## src/pcgb_pkg.sv

```systemverilog
// pcgb_pkg: widths, constants and codes of the pcg32 bounded generator
// no dependencies; used by the channel interfaces, the core, the checker and the testbench
package pcgb_pkg;

  localparam int unsigned WORD_W    = 32;
  localparam int unsigned STATE_W   = 64;
  localparam int unsigned CFG_IDX_W = 1;
  localparam int unsigned CNT_W     = $clog2(WORD_W);

  // lcg multiplier and reset values
  localparam logic [STATE_W-1:0] LCG_MULT   = 64'h5851_f42d_4c95_7f2d;
  localparam logic [STATE_W-1:0] SEED_RESET = 64'h853c_49e6_748f_ea9b;
  localparam logic [STATE_W-1:0] INC_RESET  = 64'hda3e_39cb_94b9_5bdb;

  // xsh-rr permutation taps
  localparam int unsigned XS_SHIFT = 18;
  localparam int unsigned XS_LSB   = 27;
  localparam int unsigned ROT_LSB  = 59;

  // request commands
  localparam logic CMD_RAW     = 1'b0;
  localparam logic CMD_BOUNDED = 1'b1;

  // result status
  localparam logic STATUS_OK         = 1'b0;
  localparam logic STATUS_ZERO_RANGE = 1'b1;

  // configuration register indexes
  localparam logic [CFG_IDX_W-1:0] CFG_SEED      = 1'b0;
  localparam logic [CFG_IDX_W-1:0] CFG_INCREMENT = 1'b1;

endpackage

```

## src/pcgb_req_if.sv

```systemverilog
// pcgb_req_if: request channel (command, range) with valid/ready
// depends on pcgb_pkg
interface pcgb_req_if;
  logic                         valid;
  logic                         ready;
  logic                         command;
  logic [pcgb_pkg::WORD_W-1:0]  range;

  modport source (output valid, output command, output range, input ready);
  modport sink   (input valid, input command, input range, output ready);
endinterface

```

## src/pcgb_rsp_if.sv

```systemverilog
// pcgb_rsp_if: result channel (value, status) with valid/ready
// depends on pcgb_pkg
interface pcgb_rsp_if;
  logic                         valid;
  logic                         ready;
  logic [pcgb_pkg::WORD_W-1:0]  value;
  logic                         status;

  modport source (output valid, output value, output status, input ready);
  modport sink   (input valid, input value, input status, output ready);
endinterface

```

## src/pcg32_bounded_generator_core.sv

```systemverilog
// pcg32_bounded_generator_core: pcg32 xsh-rr generator with bounded draws
// depends on pcgb_pkg, pcgb_req_if, pcgb_rsp_if
//
//  port      dir  payload           transfer when
//  req_i     in   command, range    req_i.valid && req_i.ready
//  rsp_o     out  value, status     rsp_o.valid && rsp_o.ready
//  cfg_*_i   in   index, data       cfg_we_i high (no handshake)
//
// raw draw: after the request transfer, S_MUL0, S_MUL1, S_MUL2, S_ADD, S_EMIT;
// one 32x32 multiplier is shared by the three partial products of the 64-bit
// lcg step and the draw*range product; a new request is taken only in idle.
// bounded draw: S_CHECK after S_ADD, plus the threshold remainder in S_DIV
// (one bit per cycle, then a recheck) when the low product word falls below
// range; each rejected candidate goes back to S_MUL0. zero range: to S_EMIT.
// reset loads the default seed and increment; a stalled result is held
// in the output register while the core already returns to idle.
module pcg32_bounded_generator_core (
  input  logic                             clk_i,
  input  logic                             rst_ni,
  input  logic                             cfg_we_i,
  input  logic [pcgb_pkg::CFG_IDX_W-1:0]   cfg_index_i,
  input  logic [pcgb_pkg::STATE_W-1:0]     cfg_data_i,
  pcgb_req_if.sink                         req_i,
  pcgb_rsp_if.source                       rsp_o
);

  typedef enum logic [2:0] {
    S_IDLE,
    S_MUL0,
    S_MUL1,
    S_MUL2,
    S_ADD,
    S_CHECK,
    S_DIV,
    S_EMIT
  } state_e;

  localparam int unsigned W  = pcgb_pkg::WORD_W;
  localparam int unsigned SW = pcgb_pkg::STATE_W;

  state_e                          state_q, state_d;
  logic [SW-1:0]                   lcg_q, lcg_d;
  logic [SW-1:0]                   inc_q, inc_d;
  logic [SW-1:0]                   acc_q, acc_d;
  logic [2*W-1:0]                  prod_q, prod_d;
  logic [W-1:0]                    draw_q, draw_d;
  logic                            cmd_q, cmd_d;
  logic [W-1:0]                    range_q, range_d;
  logic [W-1:0]                    rem_q, rem_d;
  logic [W-1:0]                    dnd_q, dnd_d;
  logic [pcgb_pkg::CNT_W-1:0]      cnt_q, cnt_d;
  logic                            thr_valid_q, thr_valid_d;
  logic [W-1:0]                    res_value_q, res_value_d;
  logic                            res_status_q, res_status_d;
  logic                            rsp_valid_q, rsp_valid_d;
  logic [W-1:0]                    rsp_value_q, rsp_value_d;
  logic                            rsp_status_q, rsp_status_d;

  // shared multiplier
  logic [W-1:0]                    mul_a, mul_b;
  logic [2*W-1:0]                  mul_res;

  // divider step
  logic [W:0]                      div_sh;
  logic                            div_ge;

  logic [W-1:0]                    xs_rr;
  logic [W-1:0]                    prod_lo;
  logic                            req_xfer;
  logic                            rsp_free;

  // xsh-rr output permutation of the current (old) state
  function automatic logic [pcgb_pkg::WORD_W-1:0] xsh_rr(
    input logic [pcgb_pkg::STATE_W-1:0] s
  );
    logic [pcgb_pkg::STATE_W-1:0]   mix;
    logic [pcgb_pkg::WORD_W-1:0]    xs;
    logic [4:0]                     rot;
    logic [2*pcgb_pkg::WORD_W-1:0]  dbl;
    mix = (s >> pcgb_pkg::XS_SHIFT) ^ s;
    xs  = mix[pcgb_pkg::XS_LSB +: pcgb_pkg::WORD_W];
    rot = s[pcgb_pkg::ROT_LSB +: 5];
    dbl = {xs, xs} >> rot;
    return dbl[pcgb_pkg::WORD_W-1:0];
  endfunction

  assign xs_rr    = xsh_rr(lcg_q);
  assign prod_lo  = prod_q[W-1:0];
  assign req_xfer = req_i.valid && req_i.ready;
  assign rsp_free = !rsp_valid_q || rsp_o.ready;

  assign req_i.ready  = (state_q == S_IDLE);
  assign rsp_o.valid  = rsp_valid_q;
  assign rsp_o.value  = rsp_value_q;
  assign rsp_o.status = rsp_status_q;

  // operand selection for the shared multiplier
  always_comb begin
    mul_a = draw_q;
    mul_b = range_q;
    unique case (state_q)
      S_MUL0: begin
        mul_a = lcg_q[W-1:0];
        mul_b = pcgb_pkg::LCG_MULT[W-1:0];
      end
      S_MUL1: begin
        mul_a = lcg_q[W-1:0];
        mul_b = pcgb_pkg::LCG_MULT[SW-1:W];
      end
      S_MUL2: begin
        mul_a = lcg_q[SW-1:W];
        mul_b = pcgb_pkg::LCG_MULT[W-1:0];
      end
      default: begin
        mul_a = draw_q;
        mul_b = range_q;
      end
    endcase
  end

  assign mul_res = mul_a * mul_b;

  // restoring remainder step: (2^32 - range) mod range, one bit a cycle
  assign div_sh = {rem_q, dnd_q[W-1]};
  assign div_ge = (div_sh >= {1'b0, range_q});

  always_comb begin
    state_d      = state_q;
    lcg_d        = lcg_q;
    inc_d        = inc_q;
    acc_d        = acc_q;
    prod_d       = prod_q;
    draw_d       = draw_q;
    cmd_d        = cmd_q;
    range_d      = range_q;
    rem_d        = rem_q;
    dnd_d        = dnd_q;
    cnt_d        = cnt_q;
    thr_valid_d  = thr_valid_q;
    res_value_d  = res_value_q;
    res_status_d = res_status_q;
    rsp_valid_d  = rsp_valid_q;
    rsp_value_d  = rsp_value_q;
    rsp_status_d = rsp_status_q;

    if (rsp_valid_q && rsp_o.ready) begin
      rsp_valid_d = 1'b0;
    end

    // configuration writes must arrive only while idle; the core itself does not enforce this
    if (cfg_we_i) begin
      unique case (cfg_index_i)
        pcgb_pkg::CFG_SEED:      lcg_d = cfg_data_i;
        pcgb_pkg::CFG_INCREMENT: inc_d = cfg_data_i | {{(SW-1){1'b0}}, 1'b1};
      endcase
    end

    unique case (state_q)
      S_IDLE: begin
        if (req_xfer) begin
          cmd_d       = req_i.command;
          range_d     = req_i.range;
          thr_valid_d = 1'b0;
          if (req_i.command == pcgb_pkg::CMD_BOUNDED && req_i.range == '0) begin
            // zero range: error result, state untouched
            res_value_d  = '0;
            res_status_d = pcgb_pkg::STATUS_ZERO_RANGE;
            state_d      = S_EMIT;
          end else begin
            state_d = S_MUL0;
          end
        end
      end
      S_MUL0: begin
        draw_d  = xs_rr;
        prod_d  = mul_res;
        state_d = S_MUL1;
      end
      S_MUL1: begin
        // fold the increment in with the low partial product
        acc_d   = prod_q + inc_q;
        prod_d  = mul_res;
        state_d = S_MUL2;
      end
      S_MUL2: begin
        acc_d[SW-1:W] = acc_q[SW-1:W] + prod_lo;
        prod_d        = mul_res;
        state_d       = S_ADD;
      end
      S_ADD: begin
        lcg_d  = {acc_q[SW-1:W] + prod_lo, acc_q[W-1:0]};
        prod_d = mul_res;
        if (cmd_q == pcgb_pkg::CMD_RAW) begin
          res_value_d  = draw_q;
          res_status_d = pcgb_pkg::STATUS_OK;
          state_d      = S_EMIT;
        end else begin
          state_d = S_CHECK;
        end
      end
      S_CHECK: begin
        if (!thr_valid_q && prod_lo < range_q) begin
          // threshold needed: start the remainder
          rem_d   = '0;
          dnd_d   = '0 - range_q;
          cnt_d   = '0;
          state_d = S_DIV;
        end else if (thr_valid_q && prod_lo < rem_q) begin
          // rejected candidate: draw again
          state_d = S_MUL0;
        end else begin
          res_value_d  = prod_q[2*W-1:W];
          res_status_d = pcgb_pkg::STATUS_OK;
          state_d      = S_EMIT;
        end
      end
      S_DIV: begin
        rem_d = div_ge ? W'(div_sh - {1'b0, range_q}) : div_sh[W-1:0];
        dnd_d = {dnd_q[W-2:0], 1'b0};
        cnt_d = cnt_q + 1'b1;
        if (cnt_q == pcgb_pkg::CNT_W'(W - 1)) begin
          thr_valid_d = 1'b1;
          state_d     = S_CHECK;
        end
      end
      S_EMIT: begin
        if (rsp_free) begin
          rsp_valid_d  = 1'b1;
          rsp_value_d  = res_value_q;
          rsp_status_d = res_status_q;
          state_d      = S_IDLE;
        end
      end
      default: state_d = S_IDLE;
    endcase
  end

  always_ff @(posedge clk_i or negedge rst_ni) begin
    if (!rst_ni) begin
      state_q     <= S_IDLE;
      lcg_q       <= pcgb_pkg::SEED_RESET;
      inc_q       <= pcgb_pkg::INC_RESET | {{(SW-1){1'b0}}, 1'b1};
      thr_valid_q <= 1'b0;
      rsp_valid_q <= 1'b0;
      cnt_q       <= '0;
    end else begin
      state_q     <= state_d;
      lcg_q       <= lcg_d;
      inc_q       <= inc_d;
      thr_valid_q <= thr_valid_d;
      rsp_valid_q <= rsp_valid_d;
      cnt_q       <= cnt_d;
    end
  end

  // payload registers
  always_ff @(posedge clk_i) begin
    acc_q        <= acc_d;
    prod_q       <= prod_d;
    draw_q       <= draw_d;
    cmd_q        <= cmd_d;
    range_q      <= range_d;
    rem_q        <= rem_d;
    dnd_q        <= dnd_d;
    res_value_q  <= res_value_d;
    res_status_q <= res_status_d;
    rsp_value_q  <= rsp_value_d;
    rsp_status_q <= rsp_status_d;
  end

  // increment stays odd whatever is written
  assert property (@(posedge clk_i) disable iff (!rst_ni) inc_q[0])
    else $error("increment lost its low bit");

  // an error result never carries a value
  assert property (@(posedge clk_i) disable iff (!rst_ni)
    (rsp_valid_q && rsp_status_q == pcgb_pkg::STATUS_ZERO_RANGE) |-> (rsp_value_q == '0))
    else $error("zero-range result with nonzero value");

  // a finished threshold is always below the range
  assert property (@(posedge clk_i) disable iff (!rst_ni)
    (thr_valid_q && state_q == S_CHECK) |-> (rem_q < range_q))
    else $error("threshold not below range");

  // a request transfer always leaves idle
  assert property (@(posedge clk_i) disable iff (!rst_ni)
    req_xfer |=> (state_q != S_IDLE))
    else $error("request transfer dropped");

  // a zero-range request leaves the generator state alone
  assert property (@(posedge clk_i) disable iff (!rst_ni)
    (req_xfer && req_i.command == pcgb_pkg::CMD_BOUNDED && req_i.range == '0 && !cfg_we_i)
      |=> $stable(lcg_q))
    else $error("zero-range request advanced the state");

endmodule

```

## src/flat_wrapper.sv

```systemverilog
// flat-port wrapper written by rule: the top's interface ports become plain ports
module pcg32_bounded_generator_core_flat 
  (clk_i, rst_ni, cfg_we_i, cfg_index_i, cfg_data_i, req_i_valid, req_i_command, req_i_range, req_i_ready, rsp_o_valid, rsp_o_value, rsp_o_status, rsp_o_ready);
  pcgb_req_if req_i_i ();
  pcgb_rsp_if rsp_o_i ();
  input  logic clk_i;
  input  logic rst_ni;
  input  logic cfg_we_i;
  input  logic [pcgb_pkg::CFG_IDX_W-1:0] cfg_index_i;
  input  logic [pcgb_pkg::STATE_W-1:0] cfg_data_i;
  input wire logic [$bits(req_i_i.valid)-1:0] req_i_valid;
  input wire logic [$bits(req_i_i.command)-1:0] req_i_command;
  input wire logic [$bits(req_i_i.range)-1:0] req_i_range;
  output wire logic [$bits(req_i_i.ready)-1:0] req_i_ready;
  output wire logic [$bits(rsp_o_i.valid)-1:0] rsp_o_valid;
  output wire logic [$bits(rsp_o_i.value)-1:0] rsp_o_value;
  output wire logic [$bits(rsp_o_i.status)-1:0] rsp_o_status;
  input wire logic [$bits(rsp_o_i.ready)-1:0] rsp_o_ready;
  assign req_i_i.valid = req_i_valid;
  assign req_i_i.command = req_i_command;
  assign req_i_i.range = req_i_range;
  assign req_i_ready = req_i_i.ready;
  assign rsp_o_valid = rsp_o_i.valid;
  assign rsp_o_value = rsp_o_i.value;
  assign rsp_o_status = rsp_o_i.status;
  assign rsp_o_i.ready = rsp_o_ready;
  pcg32_bounded_generator_core u_core (.clk_i(clk_i), .rst_ni(rst_ni), .cfg_we_i(cfg_we_i), .cfg_index_i(cfg_index_i), .cfg_data_i(cfg_data_i), .req_i(req_i_i), .rsp_o(rsp_o_i));
endmodule
```

## config.mk

```make
export PLATFORM = sky130hd
export DESIGN_NAME = pcg32_bounded_generator_core_flat
export DESIGN_NICKNAME = d
export VERILOG_FILES = /design/src/pcgb_pkg.sv /design/src/pcgb_req_if.sv /design/src/pcgb_rsp_if.sv /design/src/pcg32_bounded_generator_core.sv /design/src/flat_wrapper.sv
export SDC_FILE = /design/constraint.sdc
export NUM_CORES = 2
export LEC_CHECK = 0
export BUFFER_PORTS_ARGS = -buffer_cell sky130_fd_sc_hd__buf_2
export CORE_UTILIZATION = 45
export CTS_BUF_LIST = sky130_fd_sc_hd__clkbuf_8 sky130_fd_sc_hd__clkbuf_16
export CTS_CLUSTER_SIZE = 24
export DETAILED_ROUTE_END_ITERATION = 10
export PLACE_DENSITY = 0.62
export SLEW_MARGIN = 10
export SYNTH_ARGS = -nofsm -noshare
export SYNTH_HDL_FRONTEND = slang
export SYNTH_SLANG_ARGS = --single-unit
```

## constraint.sdc

```tcl
create_clock -name clk_i -period 10.6 [get_ports clk_i]
set_input_delay 0.53 -clock clk_i [delete_from_list [all_inputs] [get_ports clk_i]]
set_output_delay 0.53 -clock clk_i [all_outputs]
set_load 0.05 [all_outputs]
```

==> metrics <==
Mapped Area=between 0.06 and 0.07 mm²; GPL Wtd Cong=approximately 1.1; first-pass GRT wire length=356800 µm; max_cap viols=0; grt total ovfl=0; drt wl/cell=29.25 µm; drt first-iter violations=6207; CP max FO=26; Final Setup Violations=0; top cell type's share of synthesized area=29.48%; most frequent cell after synthesis=inv_1; GRT Total Usage=36.39%; antenna violations before repair=22; Slew Viols, Final=0; Core ar.=~0.13 mm²; crit path time final=~10 ns; Crit Path Category=reg -> reg; Worst Setup Start Kind=register; router iterations before antenna repair=6; CP arrival=10.84 ns; share of the clock period used by the worst path=a little over nine tenths; synth warn=0; Worst Setup End Kind=register; CP Buf/Inv Count=10; DR vias/cell=between 6 and 7; EDFF count, synth=323; number of gates resized after CTS=0; Die Width=370.3 µm; CTS Sinks=between 400 and 500; asr flop ratio synth=29.78%; endpoints failing hold=0; CP max stage delay=roughly 1.1 ns; largest net degree at the start of global routing=88; CP delay by family, top=adder cells; Post-Synthesis Cells=~6600; area leader, netlist=fa_1; vias in the first global route=~51000; row cnt=around 130; Seq/Total Area, Yosys=between 20% and 30%; clk_skew=about 0.038 ns; input/output buffers=around 140; DP HPWL=202200 µm; wirelength, routed=249000 µm; Slowest-stage cell, CP=o21ai_0; CTS Buf Count=50; Vias=between 50000 and 60000; Fmax=~95 MHz; RSZ-0062 raised after global routing=false; io pins=between 100 and 150; DRC violation count after routing=0; Starting Density=a little under half; syn avg cell area=approximately 9.3 µm²; #FFs+latches synth=460; Relative slew margins=roughly 6.6%; TritonCTS clock tree=yes; Worst Tran Pin Value=~1.4 ns; syn nets=around 8000; Final TNS setup=0 ns; status=finished, final reports clean; CTS clk-pin slew, worst paths=about 0.07 ns; Clock Latency Late Sink=approximately 0.65 ns; CTS H-tree depth=2; die height=roughly 370 µm; post-route antenna net violation count=0; nets=8153; clock root buffer=clkbuf_16; layout cell share with drive strength beyond 1=about a tenth; P&R area growth vs syn=9.234%; Die Area=roughly 0.14 mm²; Yosys cell types=between 80 and 90; Post-synth top cells=959 x inv_1, 899 x fa_1, 807 x nor2_1; CTS max path bufs=3; worst min path class=in -> reg; Req. time, crit path=around 11 ns; top post-synthesis cells by area=fa_1 29%, edfxtp_1 16%, ha_1 9.3%; ys flop type=edfxtp_1; CP dominant cell by count=fa_1
-- cell families (layout without fill, tap and decap cells) --
group,count (synthesis),in the layout,share of synthesized area [%]
and+or+nand+nor,1979,1979,13.98
adders and majority gates,1352,1352,38.76
buffers and inverters,1281,1463,7.912
AOI/OAI and AO/OA,1046,1046,10.70
DFF,460,460,21.65
muxes,222,222,3.873
xor gates and xnor gates,218,218,3.127
other,0,4,0
-- cells in the final DEF (no fill, tap or decap), types with 31 or more instances in the layout --
cell type / synthesis / final
nor2_1: 807 / 794
xnor2_1: 152 / 151
ha_1: 453 / 453
a211oi_1: 37 / 37
o21bai_1: 36 / 36
o21a_1: 32 / 32
edfxtp_1: 323 / 323
buf_4: 0 / 260
mux2i_1: 144 / 144
nor2b_1: 32 / 31
a22o_1: 34 / 34
dfrtp_1: 66 / 65
nand3_1: 74 / 74
mux2_2: 74 / 74
nand2b_1: 41 / 41
and3_1: 117 / 117
xor2_1: 66 / 66
buf_2: 10 / 136
o21ai_0: 251 / 245
nor3_1: 48 / 46
clkbuf_16: 0 / 53
fa_1: 899 / 899
dfstp_2: 71 / 71
a21oi_1: 337 / 335
a21o_1: 105 / 105
a31oi_1: 32 / 32
nand2_1: 707 / 705
inv_1: 959 / 960
nand4_1: 54 / 54
-- final cells by class --
type | instances | area, µm²
Antenna cell | 4 | 10.01
Clock buffer | 61 | 1436
Tap cell | 1768 | 2212
Timing Repair Buffer | 399 | 2674
Clock inverter | 33 | 339.1
Inverter | 970 | 3641
Fill cell | 12630 | 67270
Sequential cell | 460 | 13220
Multi-Input combinational cell | 4817 | 43160
-- metal layers --
layer  global-route usage [%]  share of wire [%]  vias to the layer above
li1                         -                  -                    21730
met1                    49.70                 40                    25910
met2                    53.32                 42                     2840
met3                    8.550                 11                      621
met4                    19.71                6.5                        8
met5                        0              0.022                        -
-- per-stage QoR --
step	area (µm²)	utilization, %	hold slack (ns)	setup WS [ns]	std cells
2_1_floorplan	61050	-	0.2344	2.003	6558
3_3_place_gp	64880	48.44	0.4007	0.6109	8413
3_5_place_dp	64890	48.44	0.4045	0.6137	8413
4_1_cts	66680	49.77	0.06476	0.5449	8508
5_1_grt	66690	49.78	0.07153	0.03273	8509
6_report	66690	49.79	0.09067	0.1228	8512
-- sequential cells by signal, indices dropped and copies added, names as in the netlist, 3 cells and up --
signal / count
u_core.acc_q: 64
u_core.lcg_q: 64
u_core.prod_q: 64
u_core.inc_q: 63
u_core.dnd_q: 32
u_core.draw_q: 32
u_core.range_q: 32
u_core.rem_q: 32
u_core.res_value_q: 32
u_core.rsp_o.value: 32
u_core.cnt_q: 5
u_core.state_q: 3
-- what timing repair did --
action,in CTS,in global routing
hold buffers,1,0
setup endpoints to repair,0,0
endpoints found under the hold margin,34,0
setup buffers,0,0
-- path summary, 6_finish.rpt --
path / slack (ns) / start / to / cells past startpoint
min in group asynchronous: 0.52 / rst_ni / u_core.lcg_q[10] / 2
max: 0.12 / u_core.state_q[1] / u_core.prod_q[63] / 31
min: 0.09 / req_i_range[13] / u_core.range_q[13] / 1
min reg2reg: 0.41 / u_core.res_value_q[0] / u_core.rsp_o.value[0] / 0
max in group asynchronous: 8.67 / rst_ni / u_core.inc_q[61] / 3
max reg2reg: 0.12 / u_core.state_q[1] / u_core.prod_q[63] / 31
Power is left out: the tool's default activity adds up to more than one toggle a clock period on the data nets, which glitch-free logic cannot reach.
